## config.mk

```make
export PLATFORM = sky130hd
export DESIGN_NAME = mst_cell
export DESIGN_NICKNAME = d
export VERILOG_FILES = /design/src/rtl/core/mst_pkg.sv /design/src/rtl/core/mst_cell.sv
export SDC_FILE = /design/constraint.sdc
export NUM_CORES = 1
export LEC_CHECK = 0
export BUFFER_PORTS_ARGS = -buffer_cell sky130_fd_sc_hd__buf_2
export CAP_MARGIN = 10
export CORE_MARGIN = 1
export CORE_UTILIZATION = 45
export DETAILED_ROUTE_END_ITERATION = 16
export SKIP_LAST_GASP = 1
export SYNTH_ARGS = -nofsm -noshare
export SYNTH_HDL_FRONTEND = slang
export SYNTH_SLANG_ARGS = --single-unit
```

## constraint.sdc

```tcl
create_clock -name clk -period 7.15 [get_ports clk]
set_input_delay 0 -clock clk [delete_from_list [all_inputs] [get_ports clk]]
set_output_delay 0 -clock clk [all_outputs]
set_load 0.01 [all_outputs]
```

## src/rtl/core/mst_pkg.sv

```systemverilog
// Package with request codes, event codes and the cell control types.
`timescale 1ns / 1ps
package mst_pkg;
  typedef enum logic [2:0] {
    REQ_TICK    = 3'd0,
    REQ_CREATE  = 3'd1,
    REQ_DESTROY = 3'd2,
    REQ_PAUSE   = 3'd3,
    REQ_CLEAR   = 3'd4,
    REQ_QUERY   = 3'd5
  } req_t;

  typedef enum logic [1:0] {
    EVT_FIRE     = 2'd0,
    EVT_COMPLETE = 2'd1,
    EVT_OK       = 2'd2,
    EVT_FAIL     = 2'd3
  } kind_t;

  localparam int unsigned MAX_RESULTS = 16;
  localparam int unsigned CNT_BITS    = 5;

  // Request broadcast to every cell for one cycle.
  typedef struct packed {
    logic        valid;
    req_t        op;
    logic [2:0]  slot;
    logic [15:0] reps;
    logic [31:0] delay;
    logic        pause;
  } cmd_t;

  // Scan control shared by the cells of the chain.
  typedef struct packed {
    logic start;
    logic adv;
    logic stop;
    logic fire;
  } scan_t;

  // Status that one cell reports back.
  typedef struct packed {
    logic used;
    logic due_hit;
    logic last_hit;
  } stat_t;
endpackage

```

## src/rtl/core/mst_cell.sv

```systemverilog
// One timer slot cell; the scan token passes from cell to cell.
`timescale 1ns / 1ps
module mst_cell #(
  parameter int TIME_BITS = 48,
  parameter int IDX = 0
) (
  input  logic                 clk,
  input  logic                 rst,
  input  logic [TIME_BITS-1:0] now,
  input  mst_pkg::cmd_t        cmd,
  input  mst_pkg::scan_t       scan,
  input  logic                 tok_prev,
  output logic                 tok,
  output mst_pkg::stat_t       stat
);
  import mst_pkg::*;

  logic                 used;
  logic                 paused;
  logic                 forever_rep;
  logic [31:0]          interval;
  logic [15:0]          limit;
  logic [15:0]          fired;
  logic [TIME_BITS-1:0] due;
  logic [TIME_BITS-1:0] pstart;

  logic                 sel;
  logic [15:0]          fired_inc;
  logic                 is_last;
  logic [TIME_BITS:0]   sum_a;
  logic [TIME_BITS:0]   sum_b;
  logic [TIME_BITS:0]   sum_c;
  logic [TIME_BITS-1:0] span;

  assign sel       = (32'(cmd.slot) == IDX);
  assign fired_inc = fired + 16'd1;
  assign is_last   = !forever_rep && (fired_inc >= limit);
  assign span      = now - pstart;
  assign sum_a     = {1'b0, now} + (TIME_BITS+1)'(cmd.delay);
  assign sum_b     = {1'b0, now} + (TIME_BITS+1)'(interval);
  assign sum_c     = {1'b0, due} + {1'b0, span};

  assign stat.used     = used;
  assign stat.due_hit  = tok && used && !paused && (now >= due);
  assign stat.last_hit = tok && is_last;

  always_ff @(posedge clk) begin
    if (rst) begin
      used   <= 1'b0;
      paused <= 1'b0;
      tok    <= 1'b0;
    end else begin
      if (scan.start) begin
        tok <= (IDX == 0);
      end else if (scan.stop) begin
        tok <= 1'b0;
      end else if (scan.adv) begin
        tok <= tok_prev;
      end
      if (scan.fire && tok) begin
        if (!forever_rep) begin
          fired <= fired_inc;
        end
        if (is_last) begin
          used   <= 1'b0;
          paused <= 1'b0;
        end else begin
          due <= sum_b[TIME_BITS] ? '1 : sum_b[TIME_BITS-1:0];
        end
      end
      if (cmd.valid) begin
        case (cmd.op)
          REQ_CREATE: begin
            if (sel && !used) begin
              used        <= 1'b1;
              paused      <= 1'b0;
              forever_rep <= (cmd.reps == 16'd0);
              interval    <= cmd.delay;
              limit       <= cmd.reps;
              fired       <= 16'd0;
              due         <= sum_a[TIME_BITS] ? '1 : sum_a[TIME_BITS-1:0];
            end
          end
          REQ_DESTROY: begin
            if (sel && used) begin
              used   <= 1'b0;
              paused <= 1'b0;
            end
          end
          REQ_PAUSE: begin
            if (sel && used) begin
              if (cmd.pause) begin
                paused <= 1'b1;
                pstart <= now;
              end else if (paused) begin
                due    <= sum_c[TIME_BITS] ? '1 : sum_c[TIME_BITS-1:0];
                paused <= 1'b0;
              end
            end
          end
          REQ_CLEAR: begin
            used   <= 1'b0;
            paused <= 1'b0;
          end
          default: begin
          end
        endcase
      end
    end
  end
endmodule

```

======== Word-level counts from Yosys, hierarchy flattened ========
Cells that the tools add are included.
W data, S select, Z words.
operators by class
  add/subtract/negate cells ............... 5
  magnitude comparators ................... 2
  eq/ne operators ......................... 4
  muxes and demuxes ....................... 34
  bitwise logic cells ..................... 1
  reductions and logical operators ........ 16
operators with widths
  kind                     count
  $mux W48                 10
  $add A48 B32 Y49         2
  $pmux W48 S2             1
  $mux W16                 5
  $add A48 B48 Y49         1
  $ge A48 B48 Y1           1
  $sub A48 B48 Y48         1
  $add A16 B1 Y16 const B  1
  $ge A16 B16 Y1           1
  $logic_not A16 Y1        1
  $mux W1                  16
  $logic_and A1 B1 Y1      8
  $eq A3 B2 Y1 const B     2
  $reduce_and A5 Y1        1
  $pmux W1 S4              1
  $reduce_and A4 Y1        1
  $eq A3 B1 Y1 const B     1
  $eq A3 B3 Y1 const B     1
  $logic_not A1 Y1         3
  $logic_not A3 Y1         1
  $pmux W1 S3              1
  $reduce_bool A3 Y1       1
  $not A1 Y1               1
storage, ports and cells
  register bits ........................... 164
  input port bits ......................... 111
  output and inout port bits .............. 4
  word-level logic and storage cells ...... 71

======== Depth between registers and ports, before layout ========
  depth after elaboration ................. 10
  mapped depth ............................ 27
  depth with buffers taken out ............ 27

======== Least setup slack after synthesis ========
No wires, ideal clock.
  kind .................................... register -> register
  from .................................... register pstart[0]
  to ...................................... register due[45] (data pin)
  setup time .............................. 275 ps
  arrival time ............................ 4935 ps
  required time ........................... 6875 ps
  slack ................................... 1939 ps
  cell stages (with the launch flop) ...... 26
  buffers on the path ..................... 1
  clock period less this slack ............ 5211 ps
  path through ............................ edfxtp_1 > ha_1 > inv_1 > fa_1 > a211o_1 > a21oi_2 > o21bai_2 > a31oi_2 > a31oi_1 > o21a_1 > or2_1 > a21o_1 > a21oi_1 > xnor2_1 > ha_1 > buf_2 > nand4_1 > or2_2 > or2_0 > o31ai_2 > a41oi_2 > o31ai_4 > a31oi_1 > xnor2_1 > nand2_1 > o2111ai_1
on the way
  cells in the longest elaborated chain, start to end .. 8
ends and longest elaborated chain
  what                      RTL line        source
  start: declaration        mst_cell.sv:25  logic [TIME_BITS-1:0] pstart;
  start signal: assignment  mst_cell.sv:94  pstart <= now;
  $sub A48 B48 Y48          mst_cell.sv:38  assign span = now - pstart;
  $add A48 B48 Y49          mst_cell.sv:41  assign sum_c = {1'b0, due} + {1'b0, span};
  $mux W48                  mst_cell.sv:96  due <= sum_c[TIME_BITS] ? '1 : sum_c[TIME_BITS-1:0];
  $mux W48                  mst_cell.sv:95  end else if (paused) begin
  $mux W48                  mst_cell.sv:92  if (cmd.pause) begin
  $mux W48                  mst_cell.sv:91  if (sel && used) begin
  $pmux W48 S2              mst_cell.sv:72  case (cmd.op)
  $mux W48                  mst_cell.sv:71  if (cmd.valid) begin
  end signal: assignment    mst_cell.sv:68  due <= sum_b[TIME_BITS] ? '1 : sum_b[TIME_BITS-1:0];
  end signal: assignment    mst_cell.sv:81  due <= sum_a[TIME_BITS] ? '1 : sum_a[TIME_BITS-1:0];
  end signal: assignment    mst_cell.sv:96
  end: declaration          mst_cell.sv:24  logic [TIME_BITS-1:0] due;
Every way passes these cells.
A chain may end at the register's enable or synchronous reset.

======== Final worst setup path ========
  from .................................... register pstart[0]
  to ...................................... register due[47] (data pin)
The elaborated chain is that of the path after synthesis.

==> impl_metrics.json <==
{
  "status": "finished clean",
  "drtPass1Iterations": 5,
  "core_um2": 37900,
  "initial_utilization_pct": 46.1,
  "die_height_um": 199,
  "fin_skew_ns": 0.0155,
  "cts_tree": "built",
  "syn-num-nets": 2361,
  "grtUsageTotal_pct": 26.4,
  "finalWirelength_um": 51400,
  "syn_to_final_growth_pct": 15.2,
  "postCtsHoldBufs": 104,
  "yosys.area.top_type": "edfxtp_1",
  "clk_latency_ns": 0.47,
  "rr_worst_depth": 24,
  "die_x_um": 199,
  "dp_hpwl_um": 38700,
  "crit_start": "pstart[0]",
  "dp_cells": 2589,
  "clock_path_buffers": 2,
  "grt_max_degree": 65,
  "viasPerCell": 5.93,
  "cts_setup_buffers": 0,
  "h-tree-depth": 4,
  "synthTopCellsByCount": "ha_1, a21oi_1, edfxtp_1",
  "rsz0062_at_grt": "no",
  "crit_fanout": 9,
  "slew_violations": 0,
  "cts_resized": 0,
  "finalCritPeriodShare_pct": 83.1,
  "synth_edf_count": 161,
  "grt_pass1_vias": 15400,
  "synth-seq-area-share_pct": 28.0,
  "grt_pass1_wl_um": 82000,
  "tightestPinTransition_ns": 0.961,
  "cts_buffers": 17,
  "maxSlewHeadroom_pct": 35.9,
  "crit_path_top_delay_cell": "ha_1",
  "fin_setup_tns_ns": 0,
  "crit_cells": 24,
  "port-buffer-count": 114,
  "n_fill_cell": 3535,
  "cp-start-kind": "flop",
  "cts_root_buf": "clkbuf_16",
  "clkSlewWorstSetupHoldPaths_ns": 0.08,
  "synth_cells": 2017,
  "nets": 2545,
  "critPathCaptureType": "flop",
  "critPathKind": "flop to flop",
  "p_per_area_nw_per_um2": 162,
  "drcViolationCount": 0,
  "detail-route-antenna-nets": 0,
  "yosys_warnings": 0,
  "yosys_most_used_dff": "edfxtp_1",
  "required_ns": 7.49,
  "antenna_found_initial": 0,
  "die_area_um2": 39600,
  "clock_sinks": 164,
  "critPathTopFamily": "compound AO/OA/AOI/OAI gates",
  "holdCritPathClass": "input port to flop",
  "r2r_end": "due[47]",
  "ir_worst_vdd_mv": 0.169,
  "wl_per_cell_um": 18.9,
  "grt_overflow_total": 0,
  "max_cap_violations": 0,
  "gp_congestion": 0.919,
  "max_freq_mhz": 168,
  "syn_area_per_cell_um2": 8.66,
  "rrSetupSlack_ns": 1.21,
  "dr.first_iter.drc_count": 1298,
  "vias": 16200,
  "finalCriticalPeriod_ns": 5.94,
  "async_flop_share_pct": 0,
  "critical_path.max_stage_delay_ns": 0.44,
  "endpoint": "due[47]",
  "hold_violations": 0,
  "synth_cell_types": 85,
  "synth_area_um2": 17500,
  "synth_top_area_share_pct": 27.7,
  "leakage_nw": 8.60,
  "yosys_register_bits": 164,
  "layout.cells.non_filler": 2725,
  "finalSetupViolCount": 0,
  "rows": 71,
  "critical_path_arrival_ns": 6.28,
  "r2r-start": "pstart[0]",
  "num_io_pins": 115,
  "synth_area_leaders": "edfxtp_1, ha_1, xnor2_1",
  "post_route_cells_drive_above_1_share_pct": 8.59,
  "crit_chain": "ha_1 > inv_1 > fa_1 > a211o_1 > a21oi_2 > o21bai_2 > a31oi_2 > a31oi_1 > o21a_1 > or2_1 > a21o_1 > a21oi_1 > xnor2_1 > ha_1 > nand4_1 > or2_2 > or2_0 > o31ai_2 > a41oi_2 > o31ai_4 > a211oi_2 > a311oi_1 > a21oi_1 > nand3_1",
  "yosysMostFrequentCell": "ha_1",
  "critical_path_buf_inv_count": 1
}
-- registers in the layout, summed over array words and instances, names as in the netlist, 16 cells and up --
name and count:
due 48, limit 16, fired 16, pstart 48, interval 32
-- power breakdown --
part	switching [W]	total [W]	leakage (nW)	internal, W
registers	0.0000355	0.00113	1.52	0.00110
logic	0.000719	0.00122	6.81	0.000498
clock network	0.000413	0.000918	0.271	0.000504
total	0.00117	0.00327	8.60	0.00210
-- cells by family after synthesis --
| kind of cell | share of synthesized area [%] |
|---|---|
| DFF | 28.0 |
| and+or+nand+nor | 14.8 |
| AOI/OAI and AO/OA | 25.7 |
| buffers and inverters | 4.93 |
| adders and majority gates | 16.9 |
| muxes | 0.229 |
| xor gates and xnor gates | 9.52 |
-- routing by layer --
| layer | vias to the layer above | GRT usage, % | wire length [µm] |
|---|---|---|---|
| met4 | 0 | 7.24 | 889 |
| met5 | - | 0 | 0 |
| li1 | 7900 | - | - |
| met2 | 554 | 42.1 | 23200 |
| met3 | 52 | 3.48 | 2920 |
| met1 | 7648 | 37.2 | 24400 |
-- worst min-delay path by stage --
stage | start | endpoint | slack, ns | cells past startpoint
after floorplan | rst | paused | 0.07 | 1
after global placement | cmd[1] | interval[0] | 0.20 | 1
after detailed placement | cmd[34] | limit[1] | 0.19 | 1
after CTS | scan[0] | fired[1] | 0.22 | 4
after global routing | cmd[8] | interval[7] | 0.25 | 2
final | scan[0] | fired[1] | 0.25 | 4
-- cell usage in the layout (no fill, tap or decap), types with 6 or more instances in the layout --
cell           instances
nand2_1              128
a31oi_1               23
o21a_1                19
nand3_1               85
nor2b_1               20
dlygate4sd3_1        104
nor2_1               122
a21o_1                82
a211o_1                9
o221ai_1              50
ha_1                 229
a211oi_1              22
xor2_1                80
nor3_1                28
edfxtp_1             161
xnor2_1              110
clkbuf_16             17
inv_1                155
o21ai_1               34
o211ai_1              18
and2_1                12
nand4_1               31
o2111ai_1             10
buf_4                 11
a21oi_2                6
nand2b_1              30
o21bai_1              25
o21ai_0              136
and3_1                25
nor4_1                10
buf_2                114
a21oi_1              166
-- worst min-delay path, stage by stage --
cell     delay [ns]
buf_2          0.08
nand2_1        0.18
o21ai_0        0.21
a21oi_1        0.07
-- cell type report --
type	instances	area, µm²	area share (%)
Multi-Input combinational cell	1633	11800	58.5
Clock inverter	13	116	0.578
Sequential cell	164	4890	24.3
Tap cell	511	639	3.17
Antenna cell	1	2.50	0.0124
Inverter	156	586	2.91
Timing Repair Buffer	229	1690	8.41
Clock buffer	18	429	2.13
-- metrics by stage --
step / util (%) / cell area [µm²] / power, W / hold slack [ns] / setup WS, ns
2_1_floorplan: - / 17500 / 0.00197 / 0.0691 / 1.94
3_3_place_gp: 48.9 / 18500 / 0.00229 / 0.196 / 1.31
3_5_place_dp: 48.9 / 18500 / 0.00230 / 0.193 / 1.24
4_1_cts: 53.1 / 20100 / 0.00326 / 0.219 / 1.18
5_1_grt: 53.1 / 20100 / 0.00344 / 0.254 / 0.659
6_report: 53.1 / 20100 / 0.00327 / 0.247 / 1.21
Power figures use the tool's default switching activity.
